<file path="src/rtl/chained_hash_node_pool_top_macros.svh">
// Assertion helpers for the node pool.
`ifndef CHAINED_HASH_NODE_POOL_TOP_MACROS_SVH
`define CHAINED_HASH_NODE_POOL_TOP_MACROS_SVH

// Clocked implication, disabled in reset.
`define CHNP_ASSERT_IMPL(label, clk, rst_n, ante, cons, msg) \
    label: assert property (@(posedge clk) disable iff (!rst_n) (ante) |-> (cons)) \
        else $error(msg);

// Next-cycle implication, disabled in reset.
`define CHNP_ASSERT_NEXT(label, clk, rst_n, ante, cons, msg) \
    label: assert property (@(posedge clk) disable iff (!rst_n) (ante) |=> (cons)) \
        else $error(msg);

`endif

</file>
<file path="src/rtl/chnp_pkg.sv">
package chnp_pkg;

    localparam int unsigned CMD_W    = 2;
    localparam int unsigned KEY_W    = 32;
    localparam int unsigned TAG_W    = 8;
    localparam int unsigned MAXM_W   = 4;
    localparam int unsigned IDX_W    = 10;
    localparam int unsigned STAT_W   = 3;
    localparam int unsigned LIMIT_W  = 11;
    localparam int unsigned RES_CAP  = 8;

    // Bucket table size; a power of two, so the bucket is the low hash bits.
    localparam int unsigned BUCKET_COUNT = 256;

    localparam logic [CMD_W-1:0] CMD_GET   = 2'd0;
    localparam logic [CMD_W-1:0] CMD_FIND  = 2'd1;
    localparam logic [CMD_W-1:0] CMD_ALL   = 2'd2;
    localparam logic [CMD_W-1:0] CMD_CLEAR = 2'd3;

    localparam logic [STAT_W-1:0] ST_FOUND   = 3'd0;
    localparam logic [STAT_W-1:0] ST_CREATED = 3'd1;
    localparam logic [STAT_W-1:0] ST_MISS    = 3'd2;
    localparam logic [STAT_W-1:0] ST_FULL    = 3'd3;
    localparam logic [STAT_W-1:0] ST_CLEARED = 3'd4;

    // Controller to datapath.
    typedef struct packed {
        logic take;        // latch the command beat
        logic head_rd;     // issue bucket head read
        logic head_load;   // pointer from head read data
        logic node_rd;     // issue entry read at pointer
        logic node_adv;    // pointer from link read data
        logic alloc;       // write new entry, relink head, bump count
        logic clr_start;   // begin head sweep, zero count
        logic clr_step;    // sweep one head
        logic hit_push;    // count one reported match
        logic pend_load;   // hold the current match back
        logic res_load;    // load result register
        logic [STAT_W-1:0] res_status;
        logic res_use_ptr; // index from pointer, else from count/held match/zero
        logic res_use_cnt;
        logic res_use_pend;
        logic res_last;
    } t_ctl;

    // Datapath to controller.
    typedef struct packed {
        logic [CMD_W-1:0] cmd;
        logic ptr_live;
        logic key_eq;
        logic tag_eq;
        logic full;
        logic cap_zero;
        logic cap_reached;  // hits so far + 1 == cap
        logic hits_zero;
        logic clr_done;
        logic res_busy;
    } t_sts;

    function automatic logic [KEY_W-1:0] mix_key(input logic [KEY_W-1:0] k);
        logic [KEY_W-1:0] v;
        v = k;
        v = v + ~(v << 15);
        v = v ^ (v >> 10);
        v = v + (v << 3);
        v = v ^ (v >> 6);
        v = v + ~(v << 11);
        v = v ^ (v >> 16);
        return v;
    endfunction

endpackage

</file>
<file path="src/rtl/chnp_ctrl.sv">
`include "chained_hash_node_pool_top_macros.svh"

module chnp_ctrl (
    input  logic           i_clk,
    input  logic           i_rst_n,
    input  logic           i_cmd_valid,
    output logic           o_cmd_ready,
    output chnp_pkg::t_ctl o_ctl,
    input  chnp_pkg::t_sts i_sts
);
    localparam logic [3:0] S_IDLE  = 4'd0;
    localparam logic [3:0] S_HRD   = 4'd1;  // head read issued
    localparam logic [3:0] S_HLD   = 4'd2;  // load pointer
    localparam logic [3:0] S_NRD   = 4'd3;  // entry read issued
    localparam logic [3:0] S_CMP   = 4'd4;  // compare entry
    localparam logic [3:0] S_CLR   = 4'd5;
    localparam logic [3:0] S_OUT   = 4'd6;  // send the held find-all match
    localparam logic [3:0] S_DONE  = 4'd7;  // walk over, decide
    localparam logic [3:0] S_PAD   = 4'd8;  // head RAM read latency

    logic [3:0] r_state, n_state;

    always_ff @(posedge i_clk) begin
        if (!i_rst_n) begin
            r_state <= S_IDLE;
        end else begin
            r_state <= n_state;
        end
    end

    always_comb begin
        o_ctl       = '0;
        n_state     = r_state;
        o_cmd_ready = 1'b0;
        unique case (r_state)
            S_IDLE: begin
                o_cmd_ready = 1'b1;
                if (i_cmd_valid) begin
                    o_ctl.take = 1'b1;
                    n_state = S_HRD;
                end
            end
            S_HRD: begin
                if (i_sts.cmd == chnp_pkg::CMD_CLEAR) begin
                    o_ctl.clr_start = 1'b1;
                    n_state = S_CLR;
                end else begin
                    o_ctl.head_rd = 1'b1;
                    n_state = S_PAD;
                end
            end
            S_PAD: n_state = S_HLD;
            S_HLD: begin
                o_ctl.head_load = 1'b1;
                n_state = S_NRD;
            end
            S_NRD: begin
                if (!i_sts.ptr_live || (i_sts.cmd == chnp_pkg::CMD_ALL && i_sts.cap_zero)) begin
                    n_state = S_DONE;
                end else begin
                    n_state = S_CMP;
                end
            end
            S_CMP: begin
                if (i_sts.cmd == chnp_pkg::CMD_ALL) begin
                    if (i_sts.key_eq) begin
                        // Hold this match back; release the one held before.
                        if (i_sts.hits_zero || !i_sts.res_busy) begin
                            if (!i_sts.hits_zero) begin
                                o_ctl.res_load     = 1'b1;
                                o_ctl.res_use_pend = 1'b1;
                                o_ctl.res_status   = chnp_pkg::ST_FOUND;
                            end
                            o_ctl.pend_load = 1'b1;
                            o_ctl.hit_push  = 1'b1;
                            if (i_sts.cap_reached) begin
                                n_state = S_OUT;
                            end else begin
                                o_ctl.node_adv = 1'b1;
                                n_state = S_NRD;
                            end
                        end
                    end else begin
                        o_ctl.node_adv = 1'b1;
                        n_state = S_NRD;
                    end
                end else if (i_sts.key_eq && i_sts.tag_eq) begin
                    if (!i_sts.res_busy) begin
                        o_ctl.res_load    = 1'b1;
                        o_ctl.res_use_ptr = 1'b1;
                        o_ctl.res_status  = chnp_pkg::ST_FOUND;
                        o_ctl.res_last    = 1'b1;
                        n_state = S_IDLE;
                    end
                end else begin
                    o_ctl.node_adv = 1'b1;
                    n_state = S_NRD;
                end
            end
            S_DONE: begin
                if (i_sts.cmd == chnp_pkg::CMD_ALL && !i_sts.hits_zero) begin
                    n_state = S_OUT;
                end else if (!i_sts.res_busy) begin
                    o_ctl.res_load = 1'b1;
                    o_ctl.res_last = 1'b1;
                    n_state = S_IDLE;
                    if (i_sts.cmd == chnp_pkg::CMD_GET && !i_sts.full) begin
                        o_ctl.alloc       = 1'b1;
                        o_ctl.res_use_cnt = 1'b1;
                        o_ctl.res_status  = chnp_pkg::ST_CREATED;
                    end else if (i_sts.cmd == chnp_pkg::CMD_GET) begin
                        o_ctl.res_status = chnp_pkg::ST_FULL;
                    end else begin
                        o_ctl.res_status = chnp_pkg::ST_MISS;
                    end
                end
            end
            S_OUT: begin
                // Final find-all beat carries last.
                if (!i_sts.res_busy) begin
                    o_ctl.res_load     = 1'b1;
                    o_ctl.res_use_pend = 1'b1;
                    o_ctl.res_status   = chnp_pkg::ST_FOUND;
                    o_ctl.res_last     = 1'b1;
                    n_state = S_IDLE;
                end
            end
            S_CLR: begin
                if (i_sts.clr_done) begin
                    if (!i_sts.res_busy) begin
                        o_ctl.res_load   = 1'b1;
                        o_ctl.res_status = chnp_pkg::ST_CLEARED;
                        o_ctl.res_last   = 1'b1;
                        n_state = S_IDLE;
                    end
                end else begin
                    o_ctl.clr_step = 1'b1;
                end
            end
            default: n_state = S_IDLE;
        endcase
    end

    `CHNP_ASSERT_IMPL(a_ready_idle, i_clk, i_rst_n, o_cmd_ready, r_state == S_IDLE, "ready outside idle")
    `CHNP_ASSERT_IMPL(a_alloc_done, i_clk, i_rst_n, o_ctl.alloc, r_state == S_DONE && o_ctl.res_load, "alloc without result")
    `CHNP_ASSERT_NEXT(a_take_moves, i_clk, i_rst_n, o_ctl.take, r_state == S_HRD, "command not started")
endmodule

</file>
<file path="config.mk">
export PLATFORM = sky130hd
export DESIGN_NAME = chnp_ctrl
export DESIGN_NICKNAME = d
export VERILOG_FILES = /design/src/rtl/chnp_pkg.sv /design/src/rtl/chnp_ctrl.sv
export VERILOG_INCLUDE_DIRS = /design/src /design/src/rtl
export SDC_FILE = /design/constraint.sdc
export NUM_CORES = 1
export LEC_CHECK = 0
export ABC_AREA = 0
export BUFFER_PORTS_ARGS = -buffer_cell sky130_fd_sc_hd__buf_2
export CAP_MARGIN = 20
export CORE_UTILIZATION = 46
export DETAILED_ROUTE_END_ITERATION = 8
export GPL_ROUTABILITY_DRIVEN = 0
export PLACE_DENSITY = 0.8
export SKIP_CTS_REPAIR_TIMING = 1
export SYNTH_ARGS = -nofsm -noshare
export SYNTH_HDL_FRONTEND = slang
export SYNTH_SLANG_ARGS = --single-unit
</file>
<file path="constraint.sdc">
create_clock -name i_clk -period 2.7 [get_ports i_clk]
set_input_delay 0.54 -clock i_clk [delete_from_list [all_inputs] [get_ports i_clk]]
set_output_delay 0.54 -clock i_clk [all_outputs]
set_load 0.1 [all_outputs]
</file>
Yosys cells after proc, flatten, opt, wreduce, memory -nomap -nowiden
Cells that the tools add are included.
{"block": "totals", "out_inout_bits": 19, "inputBits": 14, "reg_bits": 4}
{"block": "classes", "n_mux": 62, "reduce_logical": 13, "eq_ne": 13}
{"cell": "$mux W4", "count": 16}
{"cell": "$pmux W4 S9", "count": 1}
{"cell": "$mux W1", "count": 32}
{"cell": "$eq A4 B3 Y1 const B", "count": 4}
{"cell": "$pmux W4 S4", "count": 1}
{"cell": "$mux W6", "count": 2}
{"cell": "$mux W5", "count": 2}
{"cell": "$eq A4 B2 Y1 const B", "count": 2}
{"cell": "$mux W2", "count": 4}
{"cell": "$mux W3", "count": 2}
{"cell": "$eq A2 B2 Y1 const B", "count": 2}
{"cell": "$eq A4 B1 Y1 const B", "count": 1}
{"cell": "$eq A4 B4 Y1 const B", "count": 1}
{"cell": "$logic_and A1 B1 Y1", "count": 4}
{"cell": "$logic_not A1 Y1", "count": 4}
{"cell": "$logic_not A4 Y1", "count": 1}
{"cell": "$ne A2 B2 Y1 const B", "count": 2}
{"cell": "$ne A4 B4 Y1 const B", "count": 1}
{"cell": "$pmux W1 S4", "count": 1}
{"cell": "$reduce_and A3 Y1", "count": 1}
{"cell": "$logic_not A2 Y1", "count": 1}
{"cell": "$logic_or A1 B1 Y1", "count": 2}
{"cell": "$pmux W1 S2", "count": 1}

Depth between registers and ports, before layout
Gate-level depths: netlist (run 1).
{"block": "logic_depth", "word_depth": 6, "depth_mapped": 5}

Worst setup path before layout (run 1)
No wires, ideal clock.
{"block": "synth_timing", "path_type": "register to output", "from": "register r_state[0]", "to": "output port o_ctl[17] (netlist bit)", "setup_slack_ns": -2.364, "required_ns": 2.160, "t_arrival_ns": 4.524, "path_stages_with_launch": 4, "path_cell_list": "dfxtp_1 -> buf_2 -> nor4_1 -> and2_1"}
{"element": "start, declared", "line": "chnp_ctrl.sv:21", "source": "logic [3:0] r_state, n_state;"}
{"element": "start signal, assigned", "line": "chnp_ctrl.sv:27", "source": "r_state <= n_state;"}
{"element": "end, declared", "line": "chnp_ctrl.sv:8", "source": "output chnp_pkg::t_ctl o_ctl,"}

==> out/qor.yml, run 1 <==
report.final.hold_viol_count: 0
hold_path.class: "in -> reg"
ys_ff_latch: 4
routed_wl_um: 2270
grt_first_pass_wirelength_um: 3570
period_share_pct: 95.8
p_int_w: 0.000195
synth_nets: 99
initial_utilization_pct: 52.1
grtUsageMet1_pct: 39.4
gr-usage-met2_pct: 64.4
pwr-share-clk_pct: 18.0
worst-path-stages: 4
grt_max_degree: 10
placed_area_um2: 1020
die_x_um: 38.2
fin_skew_ns: 0.00124
syn2layout_area_growth_pct: 73.4
clockBufferDepth: 2
crit_family: "flip-flops"
busiest_layer: "met2"
vias_per_cell: 6.37
reg2reg_setup_slack_ns: 0.79
largest_register_ffs: 4
yosys_warnings: 0
hold_start: "i_rst_n"
top_regs: "r_state x4"
layout_commonest_cell: "buf_2"
rsz0062_at_grt: "false"
synth_cells: 85
first_pass_iters: 4
whs_ns: 0.536
cp_cell_sequence: "nand3b_1 > a311o_1 > a21oi_2 > buf_2"
antennaDiodeCount: 0
layout_common_cells: "22 x buf_2, 9 x buf_12, 7 x nand2_1"
cp.arrival_ns: 2.05
cts_buffers: 3
slew_violations: 0
synth-main-ff-cell: "dfxtp_1"
drt_iter0_drc: 29
crit_end: "o_ctl[0]"
cp_max_fo: 8
syn_area_um2: 602
core_um2: 1160
dpl.hpwl_um: 1780
top_register: "r_state"
cts_tree: "built"
r2r-end: "r_state[2]"
combPwrFrac_pct: 62.3
die_area_um2: 1460
post_drt_wl_per_cell_um: 17.3
synth_edf_count: 0
postLayoutCellArea_um2: 1040
outcome: "finished, final reports clean"
ir_drop_uv: 485
swShare_pct: 56.2
ant_nets: 0
path_buf_inv: 1
syn_avg_cell_area_um2: 7.08
die_h_um: 38.2
p_leak_nw: 0.399
grt_use_met3_pct: 4.65
reg2reg_depth: 6
yosys.cell_types.count: 41
crit_required_ns: 2.16
min_period_ns: 2.59
final_layout_size_suffix_gt1_share_pct: 51.3
switching_power_w: 0.000250
powerDensity_nw_per_um2: 427
worstSkewPairLatency_ns: 0.24
via_count: 835
critPathMaxStageDelay_ns: 0.61
finalNetCount: 133
sequentialPowerShare_pct: 19.7
pre_cts_ws_ns: 0.307
num_rows: 12
cp-end-kind: "output pin"
regToRegStartpoint: "r_state[0]"
yosysSeqAreaShare_pct: 13.3
fin_ws_ns: 0.114
cts.sinks: 4
worstSetupPathType: "reg -> out"
htree_levels: 1
grt_pass1_vias: 808
cts_root_buffer: "clkbuf_4"
clk_pin_slew_worst_paths_ns: 0.04
cp_slowest_cell: "dfxtp_1"
port_buffers: 31
critPathLaunchType: "flop"
antenna_found_initial: 0
ys_async_sr_fraction_pct: 0
setup_viol: 0
crit_start: "r_state[0]"
fmax_mhz: 387
io_pins: 33
drcViolationCount: 0
grt_usage_pct: 35.9
drv_cap: 0
grt_overflow: 0
## logic make-up (layout without fill, tap and decap cells)
logic type / count (synthesis) / count (layout) / synth area share, %
and+or+nand+nor: 51 / 51 / 54.3
AOI/OAI and AO/OA: 19 / 19 / 21.8
buffers and inverters: 10 / 42 / 9.98
DFF: 4 / 4 / 13.3
other: 1 / 1 / 0.623
## cell usage after synthesis (3+ instances only)
| cell type | instances | share of area, % |
|---|---|---|
| nand2_1 | 7 | 4.4 |
| nor2_1 | 5 | 3.1 |
| nor3_1 | 5 | 4.2 |
| a21oi_1 | 4 | 3.3 |
| dfxtp_1 | 4 | 13 |
| and2_1 | 3 | 3.1 |
| buf_2 | 3 | 2.5 |
| buf_4 | 3 | 3.7 |
| nand2b_1 | 3 | 3.1 |
| nand3_1 | 3 | 2.5 |
| nand4_1 | 3 | 3.1 |
| nor4_1 | 3 | 3.1 |
| o21ai_0 | 3 | 2.5 |
## through the flow
stage               instances  setup TNS (ns)  util [%]  power, W
global placement          128               0      88.3  0.000355
floorplan                  85          -0.922         -  0.000305
finish                    131               0      90.3  0.000445
global route              131               0      90.3  0.000461
detailed placement        128               0      88.3  0.000361
CTS                       131               0      90.3  0.000443
## worst reg2reg max path, cell delays in order (launching register included)
cell and delay, ns:
dfxtp_1 0.61, buf_4 0.25, nor4b_2 0.07, buf_4 0.17, nand3_2 0.07, or3b_1 0.34
o31a_1 0.29
## power groups by stage
stage	logic (W)	registers (W)	clock network, W
detailed placement	0.000274	0.0000869	0
floorplan	0.000231	0.0000743	0
global placement	0.000269	0.0000856	0
finish	0.000277	0.0000877	0.0000800
global route	0.000290	0.0000877	0.0000833
CTS	0.000275	0.0000863	0.0000816
## per-layer routing
layer	vias to the layer above	part of all wire [%]	wire [µm]
met3	11	7.3	165
met5	-	0	0
met1	394	35	802
met2	51	55	1240
met4	0	2.7	62
li1	379	-	-
## how the worst min path moves through the flow
stage | depth (start not counted) | endpoint
after global routing | 2 | r_state[3]
after floorplan | 3 | r_state[0]
after detailed placement | 3 | r_state[1]
after global placement | 2 | r_state[2]
after CTS | 2 | r_state[3]
final | 2 | r_state[3]
## final cells by class
| type | count | area (µm²) |
|---|---|---|
| inverters | 2 | 7.51 |
| fillers | 55 | 113 |
| multi-input cells | 71 | 581 |
| flip-flops and latches | 4 | 80.1 |
| well taps | 14 | 17.5 |
| repair buffers | 37 | 335 |
| clock buffers | 3 | 22.5 |
(Power assumes the default switching activity.)
==> inputs of run 2 (changes only) <==
Settings changed: CELL_PAD_IN_SITES_DETAIL_PLACEMENT set to 0, CELL_PAD_IN_SITES_GLOBAL_PLACEMENT set to 1, CORE_UTILIZATION 46 to 31, PLACE_DENSITY 0.8 to 0.81.
==> out/qor.yml, run 2 (synthesized netlist as in run 1, its figures left out) <==
largest_register_ffs: 4
fmax_mhz: 397
grt_first_pass_wirelength_um: 3050
grt_overflow: 0
whs_path_depth: 2
cts_root_buffer: "clkbuf_4"
finalNonFillerCells: 141
num_rows: 15
worstSkewPairLatency_ns: 0.23
cts_buffers: 3
initial_utilization_pct: 34.1
swShare_pct: 55.0
cp.arrival_ns: 1.98
post_drt_wl_per_cell_um: 13.1
crit_required_ns: 2.16
reg2reg_setup_slack_ns: 0.88
vias_per_cell: 5.40
drcViolationCount: 0
rsz0062_at_grt: "false"
antenna_found_initial: 0
slew_violations: 0
dpl.hpwl_um: 1530
drt_iter0_drc: 28
grt_usage_pct: 19.5
die_x_um: 46.1
hold_path.class: "in -> reg"
die_h_um: 46.1
top_register: "r_state"
grt_pass1_vias: 725
ant_nets: 0
switching_power_w: 0.000237
drv_cap: 0
p_leak_nw: 0.396
antennaDiodeCount: 0
cts.sinks: 4
fin_skew_ns: 0.00101
period_share_pct: 93.2
tightest_slew_ns: 0.554
cp_max_fo: 15
hold_start: "i_rst_n"
fin_ws_ns: 0.184
critPathLaunchType: "flop"
outcome: "finished, final reports clean"
worstSetupPathType: "reg -> out"
clockBufferDepth: 2
regToRegStartpoint: "r_state[1]"
sequentialPowerShare_pct: 20.2
setup_viol: 0
pre_cts_ws_ns: 0.393
via_count: 762
ir_drop_uv: 309
reg2reg_depth: 4
cp-end-kind: "output pin"
cts_tree: "built"
finalNetCount: 132
final_layout_size_suffix_gt1_share_pct: 50.9
maxSlewHeadroom_pct: 63.0
clk_pin_slew_worst_paths_ns: 0.04
routed_wl_um: 1840
r2r-end: "r_state[2]"
layout_commonest_cell: "buf_2"
powerDensity_nw_per_um2: 404
grt_max_degree: 16
port_buffers: 31
syn2layout_area_growth_pct: 76.9
first_pass_iters: 4
die_area_um2: 2120
top_regs: "r_state x4"
dp_cells: 138
total_power_w: 0.000430
io_pins: 33
pwr-share-clk_pct: 16.8
min_to: "r_state[3]"
combPwrFrac_pct: 63.0
core_um2: 1760
htree_levels: 1
layout_common_cells: "21 x buf_2, 10 x buf_12, 7 x nand2_1"
p_int_w: 0.000193
report.final.hold_viol_count: 0
min_period_ns: 2.52
## run 2: changes by cell type in the layout (fill, tap and decap cells not counted), sizes merged
cell and change:
buf -1
## run 2: final cells by class
class | instances | area (µm²)
clock buffers | 3 | 22.5
fillers | 171 | 699
inverters | 2 | 7.51
multi-input cells | 71 | 581
flip-flops and latches | 4 | 80.1
well taps | 25 | 31.3
repair buffers | 36 | 343
## run 2: critical path: stages (launching register included)
cell	delay (ns)
dfxtp_1	0.66
nand2_1	0.16
or3_1	0.47
nor3_4	0.26
buf_12	0.20
## run 2: metrics by stage
step | util (%) | area [µm²] | hold slack, ns | setup TNS [ns]
floorplan | - | 721 | 0.601 | -0.922
global placement | 59.1 | 1040 | 0.740 | 0
detailed placement | 59.1 | 1040 | 0.739 | 0
CTS | 60.4 | 1060 | 0.540 | 0
global route | 60.4 | 1060 | 0.557 | 0
finish | 60.4 | 1060 | 0.543 | 0
## run 2: how the worst max path moves through the flow
stage | to | slack, ns | start
6_report | o_ctl[5] | 0.18 | r_state[1]
5_1_grt | o_ctl[5] | 0.07 | r_state[1]
4_1_cts | o_ctl[0] | 0.20 | r_state[1]
3_5_place_dp | o_ctl[0] | 0.39 | i_sts[10]
3_3_place_gp | o_ctl[1] | 0.38 | i_sts[9]
2_1_floorplan | o_ctl[1] | -0.52 | i_sts[9]
## run 2: layer usage
| metal | wire (µm) | part of all wire, % | track usage, % |
|---|---|---|---|
| met5 | 0 | 0 | 0 |
| met4 | 0 | 0 | 4.12 |
| met3 | 58 | 3.2 | 1.57 |
| met2 | 928 | 50 | 34.6 |
| met1 | 854 | 46 | 25.4 |
## run 2: power by group through the flow
stage	combinational (W)	sequential, W	clock [W]
after floorplan	0.000231	0.0000743	0
final	0.000271	0.0000868	0.0000723
after global placement	0.000268	0.0000873	0
after detailed placement	0.000271	0.0000866	0
after global routing	0.000285	0.0000892	0.0000786
after CTS	0.000271	0.0000862	0.0000762
==> inputs of run 3 (changes only) <==
Settings changed: SETUP_SLACK_MARGIN set to 0.05.
Clock period 2.7 ns to 3.06 ns, I/O delays scaled along.
==> out/qor.yml, run 3 (synthesized netlist as in run 1, its figures left out) <==
sequentialPowerShare_pct: 21.9
cp_max_fo: 14
min_period_ns: 2.83
maxSlewHeadroom_pct: 58.2
cts_root_buffer: "clkbuf_4"
finalNonFillerCells: 140
tightest_slew_ns: 0.626
drv_cap: 0
fin_skew_ns: 0.0000888
antenna_found_initial: 0
rsz0062_at_grt: "false"
clk_pin_slew_worst_paths_ns: 0.04
initial_utilization_pct: 34.1
dp_cells: 137
clockBufferDepth: 2
cp-end-kind: "output pin"
swShare_pct: 55.8
setup_viol: 0
drcViolationCount: 0
largest_register_ffs: 4
worstSkewPairLatency_ns: 0.23
grt_overflow: 0
switching_power_w: 0.000207
cts.sinks: 4
top_register: "r_state"
die_x_um: 46.1
post-route-util_pct: 50.3
ir_drop_uv: 214
grt_max_degree: 15
layout_commonest_cell: "buf_2"
cp_cell_sequence: "nor4b_2 > o21ai_0 > a21oi_2 > buf_2"
fin_ws_ns: 0.229
finalNetCount: 131
via_count: 766
cp.arrival_ns: 2.22
cts_tree: "built"
critPathMaxStageDelay_ns: 0.65
placed_area_um2: 865
drt_iter0_drc: 21
crit_required_ns: 2.45
htree_levels: 1
first_pass_iters: 4
vias_per_cell: 5.47
postLayoutCellArea_um2: 887
dpl.hpwl_um: 1460
grt_first_pass_wirelength_um: 2860
syn2layout_area_growth_pct: 47.4
final_layout_size_suffix_gt1_share_pct: 49.6
post_drt_wl_per_cell_um: 13.0
reg2reg_setup_slack_ns: 1.28
fmax_mhz: 353
layout_common_cells: "31 x buf_2, 7 x nand2_1"
period_share_pct: 92.5
p_int_w: 0.000164
combPwrFrac_pct: 60.5
die_area_um2: 2120
routed_wl_um: 1820
ant_nets: 0
top_regs: "r_state x4"
num_rows: 15
port_buffers: 31
p_leak_nw: 0.362
outcome: "finished, final reports clean"
powerDensity_nw_per_um2: 419
cts_buffers: 3
cp_slowest_cell: "nor4b_2"
die_h_um: 46.1
slew_violations: 0
pwr-share-clk_pct: 17.6
io_pins: 33
critPathLaunchType: "flop"
worstSetupPathType: "reg -> out"
core_um2: 1760
pre_cts_ws_ns: 0.440
report.final.hold_viol_count: 0
hold_path.class: "in -> reg"
antennaDiodeCount: 0
grt_pass1_vias: 640
grt_usage_pct: 18.5
whs_ns: 0.626
[run 3: power groups by stage]
stage	clock (W)	combinational [W]	sequential, W
floorplan	0	0.000203	0.0000655
global placement	0	0.000223	0.0000817
detailed placement	0	0.000225	0.0000813
CTS	0.0000672	0.000225	0.0000809
global route	0.0000705	0.000236	0.0000835
finish	0.0000652	0.000225	0.0000814
[run 3: worst max-delay path: cells and delay by family (launching register included)]
family,cells,cell delay [ns]
and+or+nand+nor,1,0.65
AOI/OAI and AO/OA,2,0.40
buffers and inverters,1,0.43
DFF,1,0.49
[run 3: cell type report]
cell class | count | area [µm²]
Fill cell | 189 | 877
Tap cell | 25 | 31.3
Clock buffer | 3 | 22.5
Inverter | 2 | 7.51
Timing Repair Buffer | 35 | 185
Sequential cell | 4 | 80.1
Multi-Input combinational cell | 71 | 561
[run 3: metal layers]
layer	GRT usage, %	wire (µm)	vias up
met5	0	0	-
met4	3.53	0	0
met3	2.35	66	0
met2	31.0	894	18
met1	25.2	862	370
li1	-	-	378
[run 3: per-stage QoR]
step                power [W]  setup TNS [ns]
finish               0.000371               0
global route         0.000390               0
CTS                  0.000373               0
detailed placement   0.000306               0
floorplan            0.000268          -0.449
global placement     0.000305               0
[run 3: path summary, 6_finish.rpt]
path	depth (start not counted)	start	to
min reg2reg	4	r_state[1]	r_state[1]
min	2	i_rst_n	r_state[3]
max reg2reg	4	r_state[0]	r_state[2]
max	4	r_state[0]	o_ctl[7]
